**src/hsv2rgb_pkg.sv**
```systemverilog
package hsv2rgb_pkg;

  localparam int unsigned HueW = 17;
  localparam int unsigned ChanW = 8;

  // hue codes, 1/128 degree
  localparam logic [15:0] HUE_SECTOR = 16'd7680;
  localparam logic [15:0] HUE_TWO_SECTORS = 16'd15360;
  localparam logic [15:0] HUE_FULL = 16'd46080;

  localparam logic [7:0] FULL_SCALE = 8'd255;
  localparam logic [15:0] ROUND_LO = 16'd127;
  // half of 255*7680, the rounding bias for the middle channel
  localparam logic [28:0] HALF_DENOM = 29'd979200;
  // 255*7680 = 512*3825; floor(2^32/3825) for the reciprocal
  localparam logic [20:0] RECIP_3825 = 21'd1122867;
  localparam logic [19:0] DIV_3825 = 20'd3825;
  localparam logic [23:0] RECIP_255 = 24'd257;

  typedef enum logic [2:0] {
    SEC_RED_YEL = 3'd0,
    SEC_YEL_GRN = 3'd1,
    SEC_GRN_CYN = 3'd2,
    SEC_CYN_BLU = 3'd3,
    SEC_BLU_MAG = 3'd4,
    SEC_MAG_RED = 3'd5
  } sector_t;

  // after the first stage: products and hue geometry
  typedef struct packed {
    logic [15:0] grey_prod;   // v*(255-s)
    logic [15:0] chroma_prod; // v*s
    logic [12:0] ramp;        // 0..7680
    sector_t sector;
    logic in_range;
    logic [7:0] bright;
  } s1_t;

  // after the second stage: middle numerator >> 9, low channel estimate
  typedef struct packed {
    logic [19:0] mid_num;
    logic [15:0] lo_num;
    logic [7:0] lo_est;
    sector_t sector;
    logic in_range;
    logic [7:0] bright;
  } s2_t;

  // after the third stage: low channel final, middle channel estimate
  typedef struct packed {
    logic [19:0] mid_num;
    logic [7:0] mid_est;
    logic [7:0] lo;
    sector_t sector;
    logic in_range;
    logic [7:0] bright;
  } s3_t;

endpackage

```
**src/hsv2rgb_prep.sv**
```systemverilog
module hsv2rgb_prep import hsv2rgb_pkg::*; (
  input  logic            clk,
  input  logic            rst_n,
  input  logic            vld_in,
  input  logic [HueW-1:0] hue,
  input  logic [7:0]      sat,
  input  logic [7:0]      bright,
  output logic            vld_out,
  output s1_t             s1_out
);

  logic        vld_r;
  s1_t         s1_r;
  s1_t         s1_nxt;
  logic [15:0] hue_u;
  logic [15:0] pair_base;
  logic [13:0] pair_pos;
  logic [7:0]  sat_inv;

  always_comb begin
    hue_u = hue[15:0];
    sat_inv = FULL_SCALE - sat;
    s1_nxt.grey_prod = 16'(bright) * 16'(sat_inv);
    s1_nxt.chroma_prod = 16'(bright) * 16'(sat);
    s1_nxt.in_range = !hue[HueW-1] && (hue_u < HUE_FULL);
    s1_nxt.bright = bright;

    if (hue_u < HUE_SECTOR) begin
      s1_nxt.sector = SEC_RED_YEL;
    end else if (hue_u < 16'(2 * HUE_SECTOR)) begin
      s1_nxt.sector = SEC_YEL_GRN;
    end else if (hue_u < 16'(3 * HUE_SECTOR)) begin
      s1_nxt.sector = SEC_GRN_CYN;
    end else if (hue_u < 16'(4 * HUE_SECTOR)) begin
      s1_nxt.sector = SEC_CYN_BLU;
    end else if (hue_u < 16'(5 * HUE_SECTOR)) begin
      s1_nxt.sector = SEC_BLU_MAG;
    end else begin
      s1_nxt.sector = SEC_MAG_RED;
    end

    // position inside the current 120 degree pair of sectors
    if (hue_u < HUE_TWO_SECTORS) begin
      pair_base = 16'd0;
    end else if (hue_u < 16'(2 * HUE_TWO_SECTORS)) begin
      pair_base = HUE_TWO_SECTORS;
    end else begin
      pair_base = 16'(2 * HUE_TWO_SECTORS);
    end
    pair_pos = 14'(hue_u - pair_base);

    // triangle: rises over the first sector, falls over the second
    if (pair_pos < 14'(HUE_SECTOR)) begin
      s1_nxt.ramp = pair_pos[12:0];
    end else begin
      s1_nxt.ramp = 13'(14'(HUE_TWO_SECTORS) - pair_pos);
    end
  end

  always_ff @(posedge clk) begin
    if (!rst_n) begin
      vld_r <= 1'b0;
    end else begin
      vld_r <= vld_in;
    end
    s1_r <= s1_nxt;
  end

  assign vld_out = vld_r;
  assign s1_out = s1_r;

endmodule

```
**src/hsv2rgb_div.sv**
```systemverilog
module hsv2rgb_div import hsv2rgb_pkg::*; (
  input  logic clk,
  input  logic rst_n,
  input  logic vld_in,
  input  s1_t  s1_in,
  output logic vld_out,
  output s3_t  s3_out
);

  logic        vld2_r;
  logic        vld3_r;
  s2_t         s2_r;
  s2_t         s2_nxt;
  s3_t         s3_r;
  s3_t         s3_nxt;
  logic [28:0] mid_full;
  logic [23:0] lo_prod;
  logic [40:0] mid_prod;
  logic [16:0] lo_rem;

  // second stage: full middle numerator, low channel reciprocal
  always_comb begin
    mid_full = 29'(s1_in.grey_prod) * 29'(HUE_SECTOR)
             + 29'(s1_in.chroma_prod) * 29'(s1_in.ramp)
             + HALF_DENOM;
    s2_nxt.mid_num = mid_full[28:9];
    s2_nxt.lo_num = s1_in.grey_prod + ROUND_LO;
    lo_prod = 24'(s2_nxt.lo_num) * RECIP_255;
    s2_nxt.lo_est = lo_prod[23:16];
    s2_nxt.sector = s1_in.sector;
    s2_nxt.in_range = s1_in.in_range;
    s2_nxt.bright = s1_in.bright;
  end

  // third stage: estimate may sit one below the quotient
  always_comb begin
    mid_prod = 41'(s2_r.mid_num) * 41'(RECIP_3825);
    s3_nxt.mid_num = s2_r.mid_num;
    s3_nxt.mid_est = mid_prod[39:32];
    lo_rem = 17'(s2_r.lo_num) - 17'(s2_r.lo_est) * 17'(FULL_SCALE);
    s3_nxt.lo = s2_r.lo_est + 8'(lo_rem >= 17'(FULL_SCALE));
    s3_nxt.sector = s2_r.sector;
    s3_nxt.in_range = s2_r.in_range;
    s3_nxt.bright = s2_r.bright;
  end

  always_ff @(posedge clk) begin
    if (!rst_n) begin
      vld2_r <= 1'b0;
      vld3_r <= 1'b0;
    end else begin
      vld2_r <= vld_in;
      vld3_r <= vld2_r;
    end
    s2_r <= s2_nxt;
    s3_r <= s3_nxt;
  end

  assign vld_out = vld3_r;
  assign s3_out = s3_r;

endmodule

```
**src/hsv2rgb_mix.sv**
```systemverilog
module hsv2rgb_mix import hsv2rgb_pkg::*; (
  input  logic             clk,
  input  logic             rst_n,
  input  logic             vld_in,
  input  s3_t              s3_in,
  output logic             vld_out,
  output logic [ChanW-1:0] red,
  output logic [ChanW-1:0] green,
  output logic [ChanW-1:0] blue
);

  logic             vld_r;
  logic [ChanW-1:0] red_r;
  logic [ChanW-1:0] green_r;
  logic [ChanW-1:0] blue_r;
  logic [ChanW-1:0] red_nxt;
  logic [ChanW-1:0] green_nxt;
  logic [ChanW-1:0] blue_nxt;
  logic [19:0]      mid_rem;
  logic [ChanW-1:0] mid;
  logic [ChanW-1:0] lo;
  logic [ChanW-1:0] hi;

  always_comb begin
    mid_rem = s3_in.mid_num - 20'(s3_in.mid_est) * DIV_3825;
    mid = s3_in.mid_est + 8'(mid_rem >= DIV_3825);
    lo = s3_in.lo;
    hi = s3_in.bright;
    red_nxt = lo;
    green_nxt = lo;
    blue_nxt = lo;
    if (s3_in.in_range) begin
      unique case (s3_in.sector)
        SEC_RED_YEL: begin
          red_nxt = hi;
          green_nxt = mid;
        end
        SEC_YEL_GRN: begin
          red_nxt = mid;
          green_nxt = hi;
        end
        SEC_GRN_CYN: begin
          green_nxt = hi;
          blue_nxt = mid;
        end
        SEC_CYN_BLU: begin
          green_nxt = mid;
          blue_nxt = hi;
        end
        SEC_BLU_MAG: begin
          red_nxt = mid;
          blue_nxt = hi;
        end
        default: begin
          red_nxt = hi;
          blue_nxt = mid;
        end
      endcase
    end
  end

  always_ff @(posedge clk) begin
    if (!rst_n) begin
      vld_r <= 1'b0;
    end else begin
      vld_r <= vld_in;
    end
    red_r <= red_nxt;
    green_r <= green_nxt;
    blue_r <= blue_nxt;
  end

  assign vld_out = vld_r;
  assign red = red_r;
  assign green = green_r;
  assign blue = blue_r;

endmodule

```
**src/hsv_to_rgb_pixel_unit.sv**
```systemverilog
// channel   dir  handshake        beat
// in        in   start & !busy    in_hue, in_saturation, in_brightness
// out       out  out_valid        out_red, out_green, out_blue
//
// Four register stages; one beat accepted every cycle.
// The stage count is set by the two reciprocal divides (by 255 and by 255*7680) and
// their one-step corrections, each split over its own stage.
// busy is always low: nothing inside can fill up.
// Synchronous active-low reset clears only the valid bits.
// The receiver cannot stall; each result shows for one cycle.
module hsv_to_rgb_pixel_unit import hsv2rgb_pkg::*; (
  input  logic             clk,
  input  logic             rst_n,
  input  logic             start,
  output logic             busy,
  input  logic [HueW-1:0]  in_hue,
  input  logic [7:0]       in_saturation,
  input  logic [7:0]       in_brightness,
  output logic             out_valid,
  output logic [ChanW-1:0] out_red,
  output logic [ChanW-1:0] out_green,
  output logic [ChanW-1:0] out_blue
);

  logic take;
  logic vld1;
  logic vld3;
  s1_t  s1;
  s3_t  s3;

  assign busy = 1'b0;
  assign take = start && !busy;

  hsv2rgb_prep u_prep (
    .clk     (clk),
    .rst_n   (rst_n),
    .vld_in  (take),
    .hue     (in_hue),
    .sat     (in_saturation),
    .bright  (in_brightness),
    .vld_out (vld1),
    .s1_out  (s1)
  );

  hsv2rgb_div u_div (
    .clk     (clk),
    .rst_n   (rst_n),
    .vld_in  (vld1),
    .s1_in   (s1),
    .vld_out (vld3),
    .s3_out  (s3)
  );

  hsv2rgb_mix u_mix (
    .clk     (clk),
    .rst_n   (rst_n),
    .vld_in  (vld3),
    .s3_in   (s3),
    .vld_out (out_valid),
    .red     (out_red),
    .green   (out_green),
    .blue    (out_blue)
  );

`ifndef SYNTHESIS
  a_lat_fwd: assert property (@(posedge clk) disable iff (!rst_n)
    take |-> ##4 out_valid)
    else $error("accepted beat produced no result");

  a_lat_back: assert property (@(posedge clk) disable iff (!rst_n)
    out_valid |-> $past(take, 4))
    else $error("result without an accepted beat");

  a_grey: assert property (@(posedge clk) disable iff (!rst_n)
    out_valid && $past(in_hue[HueW-1], 4) |->
      (out_red == out_green) && (out_green == out_blue))
    else $error("negative hue did not give grey");

  a_peak: assert property (@(posedge clk) disable iff (!rst_n)
    out_valid && $past(!in_hue[HueW-1] && (in_hue[15:0] < HUE_FULL), 4) |->
      (out_red == $past(in_brightness, 4)) || (out_green == $past(in_brightness, 4)) ||
      (out_blue == $past(in_brightness, 4)))
    else $error("no channel equals brightness");
`endif

endmodule
```
**config.mk**
```make
export PLATFORM = sky130hd
export DESIGN_NAME = hsv_to_rgb_pixel_unit
export DESIGN_NICKNAME = d
export VERILOG_FILES = /design/src/hsv2rgb_pkg.sv /design/src/hsv2rgb_prep.sv /design/src/hsv2rgb_div.sv /design/src/hsv2rgb_mix.sv /design/src/hsv_to_rgb_pixel_unit.sv
export SDC_FILE = /design/constraint.sdc
export NUM_CORES = 2
export LEC_CHECK = 0
export ABC_AREA = 1
export BUFFER_PORTS_ARGS = -buffer_cell sky130_fd_sc_hd__buf_2
export CAP_MARGIN = 10
export CORE_UTILIZATION = 65
export CTS_CLUSTER_SIZE = 40
export DETAILED_ROUTE_END_ITERATION = 10
export GPL_TIMING_DRIVEN = 0
export PLACE_DENSITY = 0.82
export SLEW_MARGIN = 10
export SYNTH_ARGS = -nofsm -noshare
export SYNTH_HDL_FRONTEND = slang
export SYNTH_SLANG_ARGS = --single-unit
```
**constraint.sdc**
```tcl
create_clock -name clk -period 9.8 [get_ports clk]
set_clock_uncertainty 0.2 [all_clocks]
set_input_delay 1.96 -clock clk [delete_from_list [all_inputs] [get_ports clk]]
set_output_delay 1.96 -clock clk [all_outputs]
set_load 0.05 [all_outputs]
```
==> out/metrics.cfg <==
[hold_path]
min_to=u_div.s3_out[10]
hold_depth=0
hp-start=u_div.s2_r[10]
hold_class=reg2reg

[finish]
layout-drive-gt1-share_pct=3.16
n_antenna_cell=0
area_growth_pct=5.56
layout.cells.non_filler=4465
finalNetCount=4836
design_area_um2=32300

[place]
dp_hpwl_um=58900
dp_cells=4433
dpl_cell_area_um2=31600
gp_congestion=0.987
numPortBuffers=60
dp_worst_setup_slack_ps=2130

[die]
ioPinCount=62
die-area_um2=47900
core_area_um2=46500
num_rows=79
fp.dieH_um=219
die_w_um=219
initial_core_util_pct=65.8

[run]
maxCapViolCount=0

[logic_synthesis]
syn_avg_cell_area_um2=8.12
syn_nets=4757
yosys.area.top_type_share_pct=28.8
synth-edff-count=0
yosysTopAreaCell=fa_1
synth_top_flop_cell=dfxtp_1
synthCells=3766
yosys_register_bits=189
synth_area_leaders=fa_1 (29%), ha_1 (21%), dfxtp_1 (12%), inv_1 (12%), nand2_1 (8.8%)
syn-cell-area_um2=30600
seq_area_frac_synth_pct=12.4
ys_async_sr_fraction_pct=0
synth.distinct_cells=50
yosysWarnings=0

[cts]
clk_path_buf_depth=2
clock-root-buffer=clkbuf_16
postCtsSetupRepairBufs=0
clock_latency_ps=470
clock-sinks=189
hold_buffers=0
post_cts_resize_count=0
clk_pin_slew_worst_paths_ps=80
h-tree-depth=4
cts_buffers=17
cts_tree=yes

[grt]
grt_use_total_pct=30.1
antenna_found_initial=1
grt_pass1_vias=24300
grt_pass1_wl_um=115000
grt.overflow.total=0
grt_max_degree=24

[timing]
setup_viol=0
min_period_ps=7700
fmax_mhz=130
postLayoutSetupSlackWorst_ps=2100
worst_pin_slew_ps=705
final-hold-violation-count=0
tns_ps=0
final-max-slew-violation-count=0
grt_setup_unrepaired=false
max_slew_margin_pct=53.0
period_share_pct=78.5

[worst_setup_path]
reg2reg_setup_slack_ps=2100
rr_endpoint=u_div.s2_r[51]
startpoint_type=flop
critPathCaptureType=flop
criticalPathCategory=reg2reg
regToRegStartpoint=u_prep.s1_out[41]
reg2reg_depth=23
cp.arrival_ps=7850
required_ps=9950
worstPathMaxFanout=5

[drt]
drt_wl_total_um=68800
detail_route.wl_per_cell_um=15.4
vias_per_cell=5.32
firstDrtPassIters=8
initialDrtViolationCount=1501
via_count=23800
drcViolationCount=0
ant_nets=0

[outcome]
outcome=finished, final reports clean

## critical path: stages, from the launching register on
cell,delay (ps)
dfxtp_1,670
fa_1,540
fa_1,580
inv_1,70
fa_1,470
o21ai_0,320
xnor2_1,200
fa_1,520
inv_1,50
fa_1,480
inv_1,60
fa_1,530
fa_1,440
fa_1,540
inv_1,50
fa_1,470
ha_1,360
a21o_1,190
nor2_1,190
a21boi_0,200
nand2_1,140
nand2_1,90
nand2_1,60
xor2_1,140
## how the worst max path moves through the flow
stage | slack (ps) | end | depth (start not counted) | startpoint
global placement | 2230 | u_div.s2_r[51] | 23 | u_prep.s1_out[41]
CTS | 2110 | u_div.s2_r[51] | 23 | u_prep.s1_out[41]
detailed placement | 2130 | u_div.s2_r[51] | 23 | u_prep.s1_out[41]
finish | 2100 | u_div.s2_r[51] | 23 | u_prep.s1_out[41]
floorplan | 2940 | u_div.s2_r[51] | 23 | u_prep.s1_out[43]
global route | 1810 | u_div.s2_r[55] | 25 | u_prep.s1_out[41]
## registers in the layout, summed over array words and instances (netlist names)
register        count
u_prep.s1_out      57
u_div.vld_out       1
u_mix.green         8
u_div.vld2_r        1
u_mix.vld_out       1
u_div.s3_out       48
u_div.s2_r         56
u_prep.vld_out      1
u_mix.red           8
u_mix.blue          8
## layer usage
layer,GRT usage (%),wire [um]
met5,0,16
met3,4.17,4170
met1,39.0,29400
met4,10.1,2120
met2,51.9,33100
## cell type report
type	instances	area, um2
clock buffers	17	425
flip-flops and latches	189	3780
well taps	607	759
plain buffers	63	250
fillers	3691	14200
multi-input cells	2547	22900
clock inverters	15	215
inverters	967	3630
repair buffers	60	300
## cell usage in the layout (no fill, tap or decap), types with 6 or more instances in the layout
cell type  Yosys  layout
nor2_1       205     205
a21oi_1      147     147
ha_1         515     515
nand3b_1       7       7
buf_2          1      61
xnor2_1       35      35
o211ai_1       7       7
xor2_1        76      76
a211oi_1       6       6
fa_1         440     440
a31oi_1       16      16
clkbuf_16      0      17
o22ai_1       19      19
nor3_1        30      30
nand4_1       33      33
o21bai_1      19      19
a21o_1        18      18
inv_1        965     965
clkbuf_1      54      54
nand3_1      100     100
o21a_1         9       9
nand2_1      720     720
dfxtp_1      189     189
o21ai_0       91      91
## Yosys cell counts, types with 2 or more instances
master and number:
o21ai_0 91, and2_1 3, nor4_1 5, clkinv_1 2, nand2_1 720, dfxtp_1 189, nand3b_1 7, o31ai_1 4
nand3_1 100, o21a_1 9, a211oi_1 6, a31oi_1 16, nand2_2 5, o211ai_1 7, a21boi_0 2, nand4_1 33
buf_1 5, o22ai_1 19, o21ai_2 3, nor3_1 30, fa_1 440, xor2_1 76, a21o_1 18, o21ai_1 4
a21oi_1 147, inv_1 965, a22oi_1 2, xor2_2 4, o2111ai_1 3, ha_1 515, nand2_4 4, nor2_1 205
or2_2 5, o21bai_1 19, clkbuf_1 54, xnor2_1 35
## through the flow
step                      hold slack, ps  util [%]
final                                123      69.5
after detailed placement             112      68.1
after CTS                            125      69.5
after floorplan                      110         -
after global routing                 128      69.5
after global placement               111      68.1
## kinds of logic (layout without fill, tap and decap cells)
kind of cell / after synthesis / after routing / share of synthesized area, %
AOI/OAI and AO/OA: 354 / 354 / 6.61
other: 1 / 1 / 0.0123
buffers and inverters: 1030 / 1122 / 12.7
and+or+nand+nor: 1121 / 1121 / 15.0
DFF: 189 / 189 / 12.4
adders and majority gates: 955 / 955 / 49.9
xor gates and xnor gates: 116 / 116 / 3.48
Power is left out: the tool's default activity adds up to more than one toggle a clock period on the data nets, which glitch-free logic cannot reach.
